$ cat src/rtl/cpp_pkg.sv
// Shared codes, constants and controller/datapath interface types for the call pair profiler.
`default_nettype none

package cpp_pkg;

   // Request operation codes
   localparam logic [1:0] OP_ENTER = 2'd0;
   localparam logic [1:0] OP_EXIT  = 2'd1;
   localparam logic [1:0] OP_READ  = 2'd2;

   // Record status codes
   localparam logic [1:0] ST_NONE = 2'd0;
   localparam logic [1:0] ST_NEW  = 2'd1;
   localparam logic [1:0] ST_INC  = 2'd2;
   localparam logic [1:0] ST_DROP = 2'd3;

   // Partial product selects of the shared 32x32 multiplier
   localparam logic [1:0] MUL_LL = 2'd0;
   localparam logic [1:0] MUL_LH = 2'd1;
   localparam logic [1:0] MUL_HL = 2'd2;

   // Hash mix constants
   localparam logic [63:0] MIX_MUL = 64'h9E37_79B9_7F4A_7C15;
   localparam logic [63:0] MIX_ADD = 64'h517C_C1B7_2722_0A95;

   localparam logic [15:0] DEPTH_MAX = 16'hFFFF;

   // Commands from the controller to the datapath
   typedef struct packed {
      logic       clr_wr;     // clear one count slot
      logic       capture;    // take a request beat
      logic       stk_rd;     // read parent from the shadow stack
      logic       stk_wr;     // push callee, count depth up
      logic       mul_en;     // run the shared multiplier
      logic [1:0] mul_sel;    // partial product to form
      logic       acc_load;   // load first partial product into hash
      logic       acc_hi;     // add partial product into upper hash half
      logic       mix_sum;    // form the mix sum
      logic       mix_slot;   // fold hash into the start slot
      logic       tbl_rd;     // read one table slot
      logic       prb_chk;    // check probed slot: insert, count, step on or drop
      logic       rsp_load;   // load the response register
   } cmd_type;

   // Status from the datapath to the controller
   typedef struct packed {
      logic       clr_last;   // clearing pass reached the last slot
      logic [1:0] op;         // captured operation
      logic       has_parent; // enter had a stored parent
      logic       prb_end;    // probe finished on this slot
      logic       rsp_free;   // response register can take a beat
   } status_type;

endpackage

`default_nettype wire

$ cat src/rtl/cpp_ctrl.sv
// Sequencing state machine for the call pair profiler.
`default_nettype none

module cpp_ctrl
   import cpp_pkg::*;
(
   input  wire logic       clock,
   input  wire logic       reset,
   input  wire logic       req_valid,
   output logic            req_stall,
   input  wire status_type status,
   output cmd_type         cmd
);

   localparam logic [3:0] S_CLEAR   = 4'd0;
   localparam logic [3:0] S_IDLE    = 4'd1;
   localparam logic [3:0] S_STK_RD  = 4'd2;
   localparam logic [3:0] S_STK_WR  = 4'd3;
   localparam logic [3:0] S_MUL0    = 4'd4;
   localparam logic [3:0] S_MUL1    = 4'd5;
   localparam logic [3:0] S_MUL2    = 4'd6;
   localparam logic [3:0] S_MIX0    = 4'd7;
   localparam logic [3:0] S_MIX1    = 4'd8;
   localparam logic [3:0] S_MIX2    = 4'd9;
   localparam logic [3:0] S_PRB_RD  = 4'd10;
   localparam logic [3:0] S_PRB_CHK = 4'd11;
   localparam logic [3:0] S_TBL_RD  = 4'd12;
   localparam logic [3:0] S_RESULT  = 4'd13;

   logic [3:0] state_ff;
   logic [3:0] state_in;

   assign req_stall = (state_ff != S_IDLE);

   // Next state and commands
   always_comb begin
      state_in = state_ff;
      cmd      = '0;
      cmd.mul_sel = MUL_LL;
      unique case (state_ff)
         S_CLEAR: begin
            cmd.clr_wr = 1'b1;
            if (status.clr_last) begin
               state_in = S_IDLE;
            end
         end
         S_IDLE: begin
            if (req_valid) begin
               cmd.capture = 1'b1;
               state_in    = S_RESULT;
            end
         end
         S_STK_RD: begin
            cmd.stk_rd = 1'b1;
            state_in   = S_STK_WR;
         end
         S_STK_WR: begin
            cmd.stk_wr = 1'b1;
            state_in   = status.has_parent ? S_MUL0 : S_RESULT;
         end
         S_MUL0: begin
            cmd.mul_en  = 1'b1;
            cmd.mul_sel = MUL_LL;
            state_in    = S_MUL1;
         end
         S_MUL1: begin
            cmd.mul_en   = 1'b1;
            cmd.mul_sel  = MUL_LH;
            cmd.acc_load = 1'b1;
            state_in     = S_MUL2;
         end
         S_MUL2: begin
            cmd.mul_en  = 1'b1;
            cmd.mul_sel = MUL_HL;
            cmd.acc_hi  = 1'b1;
            state_in    = S_MIX0;
         end
         S_MIX0: begin
            cmd.acc_hi = 1'b1;
            state_in   = S_MIX1;
         end
         S_MIX1: begin
            cmd.mix_sum = 1'b1;
            state_in    = S_MIX2;
         end
         S_MIX2: begin
            cmd.mix_slot = 1'b1;
            state_in     = S_PRB_RD;
         end
         S_PRB_RD: begin
            cmd.tbl_rd = 1'b1;
            state_in   = S_PRB_CHK;
         end
         S_PRB_CHK: begin
            cmd.prb_chk = 1'b1;
            state_in    = status.prb_end ? S_RESULT : S_PRB_RD;
         end
         S_TBL_RD: begin
            cmd.tbl_rd = 1'b1;
            state_in   = S_RESULT;
         end
         S_RESULT: begin
            if (status.rsp_free) begin
               cmd.rsp_load = 1'b1;
               state_in     = S_IDLE;
            end
         end
         default: begin
            state_in = S_CLEAR;
         end
      endcase

      // Route a captured beat by operation
      if (state_ff == S_IDLE && req_valid) begin
         priority if (status.op == OP_ENTER) begin
            state_in = S_STK_RD;
         end else if (status.op == OP_READ) begin
            state_in = S_TBL_RD;
         end else begin
            state_in = S_RESULT;
         end
      end
   end

   always_ff @(posedge clock) begin
      if (reset) begin
         state_ff <= S_CLEAR;
      end else begin
         state_ff <= state_in;
      end
   end

endmodule

`default_nettype wire

$ cat config.mk
export PLATFORM = sky130hd
export DESIGN_NAME = cpp_ctrl
export DESIGN_NICKNAME = d
export VERILOG_FILES = /design/src/rtl/cpp_pkg.sv /design/src/rtl/cpp_ctrl.sv
export SDC_FILE = /design/constraint.sdc
export NUM_CORES = 1
export LEC_CHECK = 0
export ABC_AREA = 1
export BUFFER_PORTS_ARGS = -buffer_cell sky130_fd_sc_hd__clkbuf_2
export CELL_PAD_IN_SITES_DETAIL_PLACEMENT = 2
export CELL_PAD_IN_SITES_GLOBAL_PLACEMENT = 2
export CORE_AREA = 2 2 54 56
export CTS_BUF_LIST = sky130_fd_sc_hd__clkbuf_4 sky130_fd_sc_hd__clkbuf_8 sky130_fd_sc_hd__clkbuf_16
export CTS_CLUSTER_SIZE = 20
export DETAILED_ROUTE_END_ITERATION = 7
export DIE_AREA = 0 0 56 58
export PLACE_DENSITY = 0.71
export SLEW_MARGIN = 20
export SYNTH_ARGS = -nofsm -noshare
export SYNTH_HDL_FRONTEND = slang
export SYNTH_SLANG_ARGS = --single-unit
$ cat constraint.sdc
create_clock -name clock -period 1.5 [get_ports clock]
set_clock_uncertainty 0.1 [all_clocks]
set_input_delay 0.375 -clock clock [delete_from_list [all_inputs] [get_ports clock]]
set_output_delay 0.375 -clock clock [all_outputs]
set_load 0.01 [all_outputs]
==> results.py, run 1 <==
metrics = {
    "timing": {
        "max_freq_ghz": 0.612,
        "layout_setup_ws_ps": -133,
        "rsz0062_at_grt": "true",
        "finalSetupTns_ps": -1230,
        "fin_crit_sh_pct": 109,
        "finalSetupViolCount": 15,
        "finalHoldViolations": 0,
        "slew_violations": 0,
        "fin_crit_ps": 1630,
        "relSlewSlack_pct": 83.4,
        "worst_pin_slew_ps": 247,
    },
    "yosys": {
        "syn_area_um2": 487,
        "yosysSeqAreaShare_pct": 16.5,
        "yosysUniqueCellTypes": 17,
        "syn_inst": 93,
        "ys_seq_elements": 4,
        "syn_nets": 102,
        "avgSynthCellArea_um2": 5.23,
        "yosysWarnings": 0,
    },
    "floorplanning": {
        "pin_count": 24,
        "core_area_um2": 2660,
        "start_util_pct": 18.3,
        "die_y_um": 58,
        "die_w_um": 56,
        "rows": 19,
        "fp.dieArea_um2": 3250,
    },
    "worst_setup_path": {
        "cp-startpoint": "state_ff[0]",
        "r2r_cells": 8,
        "end_kind": "output pin",
        "critPathKind": "reg2out",
        "worstPathRequired_ps": 1020,
        "path_max_fanout": 7,
        "r2r-start": "state_ff[0]",
        "endpoint": "cmd[6]",
        "cp.arrival_ps": 1160,
        "critPathLaunchType": "flop",
        "r2r-end": "state_ff[3]",
        "r2r_setup_slack_ps": 30,
    },
    "final_layout": {
        "largest_register_ffs": 4,
        "antenna_cells": 0,
        "final_common_cell": "buf_4",
        "area_delta_synth_final_pct": 91.8,
        "layout_common_cells": "buf_4 (14), nand2_2 (13), nand2_1 (12)",
        "nets": 143,
        "layout-drive-gt1-share_pct": 65.9,
        "reg.largest.list": "state_ff x4",
        "regMostFlops": "state_ff",
    },
    "routing": {
        "drtAntennaViolNets": 0,
        "routedWlPerCell_um": 15.3,
        "detail_route.vias_per_cell": 4.47,
        "vias": 729,
        "drc": 0,
        "dr.first_iter.drc_count": 0,
        "drt_wl_total_um": 2490,
        "dr.pass1.iters": 1,
    },
    "placement": {
        "finalWeightedCongestion": 0.779,
        "numPortBuffers": 23,
        "hpwl_um": 1660,
        "place_ws_ps": -115,
    },
    "clock_network": {
        "cts_tree": "yes",
        "clk_latency_ps": 230,
        "htreeDepth": 1,
        "cts_root_buffer": "clkbuf_4",
        "clk_pin_slew_ps": 40,
        "cts.sinks": 4,
        "clockBufferDepth": 2,
        "cts_buffers": 3,
    },
    "global_routing": {
        "grt_pass1_vias": 805,
        "overflow": 0,
        "antenna_found_initial": 0,
        "grt_max_degree": 8,
        "grt_pass1_wl_um": 3720,
        "grtUsageTotal_pct": 14.7,
    },
    "power_and_ir_drop": {
        "fin_total_pwr_mw": 1.67,
        "power.static_leakage_nw": 0.530,
        "ir_drop_mv": 0.999,
        "p_per_area_nw_per_um2": 1780,
    },
    "run_status": {
        "status": "complete, but fails checks",
        "violations": "negative setup slack",
    },
    "worst_hold_path": {
        "hold_path_class": "in2reg",
    },
    "run": {
        "cap_violations": 0,
    },
}
==> cells by family (layout without fill, tap and decap cells) <==
group           count (synthesis)  count (layout)  synth area share [%]
simple gates                   54              54                  49.4
flops                           4               4                  16.5
compound gates                 12              12                  14.9
buf+inv                        23              62                  19.3
==> per-stage QoR <==
stage | utilization [%] | instance area (um2) | instances | hold WS (ps)
final | 35.1 | 933 | 163 | 238
after global routing | 35.1 | 933 | 163 | 243
after CTS | 30.2 | 805 | 161 | 217
after detailed placement | 24.8 | 659 | 150 | 476
after global placement | 24.8 | 659 | 150 | 475
after floorplan | - | 487 | 93 | 344
==> worst max-delay path: stages, from the launching register on <==
cell	delay [ps]
dfxtp_4	400
inv_2	60
nor2_4	170
nand2_2	110
inv_2	60
buf_2	120
==> synthesized netlist by cell type <==
cell	n	area, um2
a211oi_1	1	7.51
nand3b_1	1	7.51
o21ai_0	4	20.0
nor2_1	12	45.0
nor2_2	4	25.0
nand2_1	24	90.1
inv_2	2	7.51
a21oi_1	4	20.0
inv_1	20	75.1
a21oi_2	2	17.5
buf_6	1	11.3
nor3_1	2	10.0
a21o_1	1	7.51
dfxtp_1	4	80.1
nand3_2	1	10.0
nand3_1	8	40.0
nand2_2	2	12.5
==> routing by layer <==
metal  wire length [um]  up-vias  global-route usage (%)
met5                  0        -                       0
met4                 10        0                    4.08
met3                 66        2                    1.56
met2               1460       16                    30.8
met1                951      350                    15.3
li1                   -      361                       -
==> final cells by class <==
cell class,count,area (um2)
clock buffers,3,22.5
fillers,331,1730
inverters,22,97.6
multi-input cells,66,415
flip-flops and latches,4,95.1
well taps,31,38.8
repair buffers,37,264
==> how the worst min path moves through the flow <==
stage	startpoint	endpoint	slack, ps	cells past startpoint
after floorplan	reset	state_ff[0]	340	1
after global placement	reset	state_ff[1]	470	2
after detailed placement	reset	state_ff[1]	480	2
after CTS	reset	state_ff[1]	220	2
after global routing	reset	state_ff[0]	240	2
final	reset	state_ff[0]	240	2
==> where the power goes <==
part	internal, mW	leakage, nW	switching [mW]
Combinational	0.532	0.481	0.704
Clock	0.0892	0.0138	0.0396
Sequential	0.170	0.0356	0.130
==> timing repair <==
action	CTS	global route
resized for setup	27	48
buffers inserted	8	3
pin swaps	5	13
endpoints found under the hold margin	0	0
hold buffers	0	0
setup endpoints to repair	15	18
(Power assumes the default switching activity.)
==> inputs of run 2 (changes only) <==
==> constraint.sdc (replaced) <==
create_clock -name clock -period 1.5 [get_ports clock]
set_clock_uncertainty 0.1 [all_clocks]
set_input_delay 0.075 -clock clock [delete_from_list [all_inputs] [get_ports clock]]
set_output_delay 0.075 -clock clock [all_outputs]
set_load 0.01 [all_outputs]
==> run 2 against run 1 <==
Critical path depth is 1 higher. Global-route usage is 1.0 points lower. The flow now finishes without violations. Cell area is 23% lower. Power is 25% lower. Cell count is 4.9% lower. Hold slack worse by 180 ps. Combinational power is 30% lower. Largest power group unchanged. Sequential share of layout area is 2.3 points higher. Clock power is 5% higher. Sequential power is 19% lower. First-iteration DRC count is 7 higher.
==> results.py, run 2 (synthesized netlist as in run 1, its figures left out) <==
metrics = {
    "final_layout": {
        "antenna_cells": 0,
        "seqCellArea_um2": 90.1,
        "regMostFlops": "state_ff",
        "nets": 135,
        "reg.largest.list": "state_ff x4",
        "largest_register_ffs": 4,
        "filler_cell_count": 356,
        "area_delta_synth_final_pct": 48.3,
        "layout-drive-gt1-share_pct": 41.9,
        "multi_input_area_um2": 325,
        "layout_common_cells": "nand2_1 (23), clkbuf_2 (23), inv_1 (17)",
    },
    "routing": {
        "dr.first_iter.drc_count": 7,
        "dr.pass1.iters": 3,
        "vias": 695,
        "detail_route.vias_per_cell": 4.48,
        "drtAntennaViolNets": 0,
        "drt_wl_total_um": 2080,
        "routedWlPerCell_um": 13.4,
        "drc": 0,
    },
    "worst_setup_path": {
        "critPathKind": "reg2out",
        "end_kind": "output pin",
        "critPathLaunchType": "flop",
        "path_max_fanout": 6,
        "cp.arrival_ps": 1240,
        "worstPathRequired_ps": 1320,
        "r2r_cells": 8,
    },
    "power_and_ir_drop": {
        "power.static_leakage_nw": 0.475,
        "fin_total_pwr_mw": 1.24,
        "ir_drop_mv": 0.604,
        "p_per_area_nw_per_um2": 1720,
    },
    "global_routing": {
        "overflow": 0,
        "grt_pass1_vias": 772,
        "antenna_found_initial": 0,
        "grtUsageTotal_pct": 13.7,
        "grt_pass1_wl_um": 3490,
        "grt_max_degree": 9,
    },
    "floorplanning": {
        "die_w_um": 56,
        "pin_count": 24,
        "core_area_um2": 2660,
        "start_util_pct": 18.3,
        "die_y_um": 58,
        "fp.dieArea_um2": 3250,
        "rows": 19,
    },
    "run_status": {
        "status": "completed",
    },
    "timing": {
        "finalSetupTns_ps": 0,
        "relSlewSlack_pct": 85.1,
        "fin_crit_ps": 1420,
        "slew_violations": 0,
        "worst_pin_slew_ps": 222,
        "finalHoldViolations": 0,
        "finalSetupViolCount": 0,
        "max_freq_ghz": 0.706,
        "fin_crit_sh_pct": 94.5,
    },
    "clock_network": {
        "cts_buffers": 3,
        "clockBufferDepth": 2,
        "cts_root_buffer": "clkbuf_4",
        "cts.sinks": 4,
        "clk_latency_ps": 240,
        "htreeDepth": 1,
        "cts_tree": "yes",
        "clk_pin_slew_ps": 40,
    },
    "placement": {
        "finalWeightedCongestion": 0.748,
        "hpwl_um": 1810,
        "numPortBuffers": 23,
    },
    "worst_hold_path": {
        "holdPathStages": 4,
        "hold_path_class": "in2reg",
    },
    "run": {
        "cap_violations": 0,
    },
}
==> run 2: changes by cell type in the layout (fill, tap and decap cells not counted), sizes merged <==
cell         previous run  this run
clkbuf                 14        26
dlygate4sd3             0         1
buf                    26         5
==> run 2: repair_timing <==
item / 4_1_cts / 5_1_grt
gates resized for setup: 4 / 10
hold buffers: 1 / 0
endpoints found under the hold margin: 2 / 0
endpoints found under the setup margin: 9 / 14
pin swaps: 0 / 2
buffers inserted: 0 / 3
==> run 2: layout make-up <==
| cell class | instances | share of cell area, % |
|---|---|---|
| multi-input cells | 66 | 45.1 |
| flip-flops and latches | 4 | 12.5 |
| inverters | 22 | 11.4 |
| repair buffers | 29 | 22.5 |
| well taps | 31 | 5.37 |
| clock buffers | 3 | 3.12 |
==> run 2: metrics by stage <==
| stage | cell area, um2 | utilization (%) | instances | worst slack [ps] | hold slack (ps) |
|---|---|---|---|---|---|
| floorplan | 487 | - | 93 | 289 | 44.1 |
| global placement | 644 | 24.2 | 148 | -31.9 | 181 |
| detailed placement | 644 | 24.2 | 148 | -79.1 | 186 |
| CTS | 683 | 25.7 | 152 | 0.588 | 62.8 |
| global route | 722 | 27.1 | 155 | -11.4 | 72.9 |
| finish | 722 | 27.1 | 155 | 83.2 | 53.9 |
==> run 2: metal layers <==
layer / up-vias / track usage, % / part of all wire [%] / wire length (um)
li1: 348 / - / - / -
met4: 0 / 5.44 / 1.0 / 21
met2: 16 / 26.7 / 55 / 1140
met5: - / 0 / 0 / 0
met3: 2 / 2.01 / 4.0 / 83
met1: 329 / 14.9 / 40 / 842
==> run 2: path summary, 6_finish.rpt <==
path / endpoint / slack (ps) / from
worst min-delay path: state_ff[1] / 50 / status[4]
worst min register to register: state_ff[0] / 550 / state_ff[0]
worst max-delay path: cmd[12] / 80 / state_ff[3]
worst max register to register: state_ff[0] / 110 / state_ff[1]
==> run 2: report_power, final <==
| part | switching [mW] | internal, mW | total [mW] |
|---|---|---|---|
| registers | 0.0784 | 0.163 | 0.242 |
| logic | 0.538 | 0.326 | 0.864 |
| clock network | 0.0468 | 0.0897 | 0.136 |
==> run 2: critical path, stage by stage, from the launching register on <==
cell	delay (ps)
dfxtp_4	360
inv_2	90
nand2_2	60
nor2_2	160
nand2_2	130
inv_2	80
clkbuf_2	120
==> inputs of run 3 (changes only) <==
--- a/config.mk
+++ b/config.mk
@@ -6,7 +6,7 @@
 export NUM_CORES = 1
 export LEC_CHECK = 0
 export ABC_AREA = 1
-export BUFFER_PORTS_ARGS = -buffer_cell sky130_fd_sc_hd__clkbuf_2
+export BUFFER_PORTS_ARGS = -buffer_cell sky130_fd_sc_hd__buf_2
 export CELL_PAD_IN_SITES_DETAIL_PLACEMENT = 2
 export CELL_PAD_IN_SITES_GLOBAL_PLACEMENT = 2
 export CORE_AREA = 2 2 54 56
@@ -15,7 +15,7 @@
 export DETAILED_ROUTE_END_ITERATION = 7
 export DIE_AREA = 0 0 56 58
 export PLACE_DENSITY = 0.71
-export SLEW_MARGIN = 20
+export SLEW_MARGIN = 30
 export SYNTH_ARGS = -nofsm -noshare
 export SYNTH_HDL_FRONTEND = slang
 export SYNTH_SLANG_ARGS = --single-unit
==> run 3 against run 2 <==
Core utilization decreased by 0.47 points. Register-to-register slack worse by 40 ps. Largest power group unchanged. Clock-buffer cell count is the same. Sequential share of layout area decreased by 0.13 points. Die area stayed put.
==> results.py, run 3 (synthesized netlist as in run 1, its figures left out) <==
metrics = {
    "clock_network": {
        "clockBufferDepth": 2,
        "cts_root_buffer": "clkbuf_4",
        "clk_pin_slew_ps": 40,
        "cts_tree": "yes",
        "cts.sinks": 4,
        "cts_buffers": 3,
        "htreeDepth": 1,
        "clk_latency_ps": 240,
    },
    "final_layout": {
        "final_area_um2": 709,
        "area_delta_synth_final_pct": 45.8,
        "nets": 134,
        "largest_register_ffs": 4,
        "stdcell_count": 154,
        "finish.utilization_pct": 26.6,
        "regMostFlops": "state_ff",
        "reg.largest.list": "state_ff x4",
        "final_common_cell": "nand2_1",
        "antenna_cells": 0,
        "layout_common_cells": "nand2_1 (24), buf_2 (23), inv_1 (17)",
        "layout-drive-gt1-share_pct": 40.7,
    },
    "global_routing": {
        "grt_pass1_wl_um": 3160,
        "overflow": 0,
        "antenna_found_initial": 0,
        "grt_max_degree": 9,
        "grtUsageTotal_pct": 12.4,
        "grt_pass1_vias": 709,
    },
    "timing": {
        "relSlewSlack_pct": 81.7,
        "fin_crit_ps": 1490,
        "worst_pin_slew_ps": 272,
        "layout_setup_ws_ps": 10.8,
        "slew_violations": 0,
        "finalSetupTns_ps": 0,
        "holdWs_ps": 46.4,
        "max_freq_ghz": 0.672,
        "fin_crit_sh_pct": 99.3,
        "finalHoldViolations": 0,
        "finalSetupViolCount": 0,
    },
    "worst_setup_path": {
        "critical-path-slowest-cell": "dfxtp_2",
        "cp.arrival_ps": 1310,
        "cpPeakStageDelay_ps": 350,
        "critPathLaunchType": "flop",
        "crit_chain": "inv_2 > nand2_1 > nor2_2 > nand2_2 > inv_2 > buf_2",
        "critPathKind": "reg2out",
        "path_max_fanout": 6,
        "end_kind": "output pin",
        "worst_path_most_repeated_cell": "inv_2",
        "worstPathRequired_ps": 1320,
    },
    "power_and_ir_drop": {
        "p_clk_share_pct": 11.1,
        "p_switching_mw": 0.673,
        "ir_drop_mv": 0.692,
        "fin_total_pwr_mw": 1.25,
        "power_frac_comb_pct": 69.9,
        "p_per_area_nw_per_um2": 1760,
        "power.share.switching_pct": 54.0,
        "seqPwrFrac_pct": 19.1,
        "internal_power_mw": 0.573,
        "power.static_leakage_nw": 0.479,
    },
    "floorplanning": {
        "start_util_pct": 18.3,
        "rows": 19,
        "die_w_um": 56,
        "fp.dieArea_um2": 3250,
        "die_y_um": 58,
        "pin_count": 24,
        "core_area_um2": 2660,
    },
    "placement": {
        "hpwl_um": 1710,
        "numPortBuffers": 23,
        "placed_area_um2": 644,
        "place_ws_ps": -45.6,
        "place_inst": 148,
        "finalWeightedCongestion": 0.746,
    },
    "routing": {
        "vias": 696,
        "dr.pass1.iters": 4,
        "drtAntennaViolNets": 0,
        "drc": 0,
        "drt_wl_total_um": 2110,
        "dr.first_iter.drc_count": 4,
        "routedWlPerCell_um": 13.7,
        "detail_route.vias_per_cell": 4.52,
    },
    "run_status": {
        "status": "completed",
    },
    "worst_hold_path": {
        "hold_path_class": "in2reg",
    },
    "run": {
        "cap_violations": 0,
    },
}
-- run 3: repair_timing --
action,in CTS,in global routing
hold buffers,1,0
gates resized for setup,2,10
endpoints found under the setup margin,7,15
hold endpoints to repair,2,0
pin swaps,0,2
setup buffers,0,2
-- run 3: routing by layer --
layer | track usage [%] | up-vias | part of all wire, %
met2 | 23.0 | 22 | 54
li1 | - | 345 | -
met4 | 4.08 | 0 | 1.2
met5 | 0 | - | 0
met1 | 14.5 | 326 | 40
met3 | 2.23 | 3 | 4.5
-- run 3: final timing paths --
path / from / end / slack [ps] / cells past startpoint
worst max-delay path: state_ff[3] / cmd[12] / 10 / 6
worst min-delay path: status[4] / state_ff[1] / 50 / 4
worst max register to register: state_ff[3] / state_ff[0] / 70 / 8
worst min register to register: state_ff[0] / state_ff[0] / 520 / 2
-- run 3: final cells by class --
class | count | area, um2
Clock buffer | 3 | 22.5
Fill cell | 359 | 1950
Inverter | 22 | 82.6
Multi-Input combinational cell | 66 | 323
Sequential cell | 4 | 87.6
Tap cell | 31 | 38.8
Timing Repair Buffer | 28 | 155
-- run 3: power groups by stage --
| stage | registers [mW] | clock network (mW) | logic, mW |
|---|---|---|---|
| 5_1_grt | 0.245 | 0.152 | 0.969 |
| 2_1_floorplan | 0.180 | 0 | 0.554 |
| 6_report | 0.237 | 0.138 | 0.870 |
| 3_5_place_dp | 0.213 | 0 | 0.812 |
| 4_1_cts | 0.216 | 0.145 | 0.829 |
| 3_3_place_gp | 0.210 | 0 | 0.783 |
-- run 3: critical path, delay by kind of cell (launching register included) --
family | cells | cell delay, ps
buffers and inverters | 3 | 290
DFF | 1 | 350
and+or+nand+nor | 3 | 430
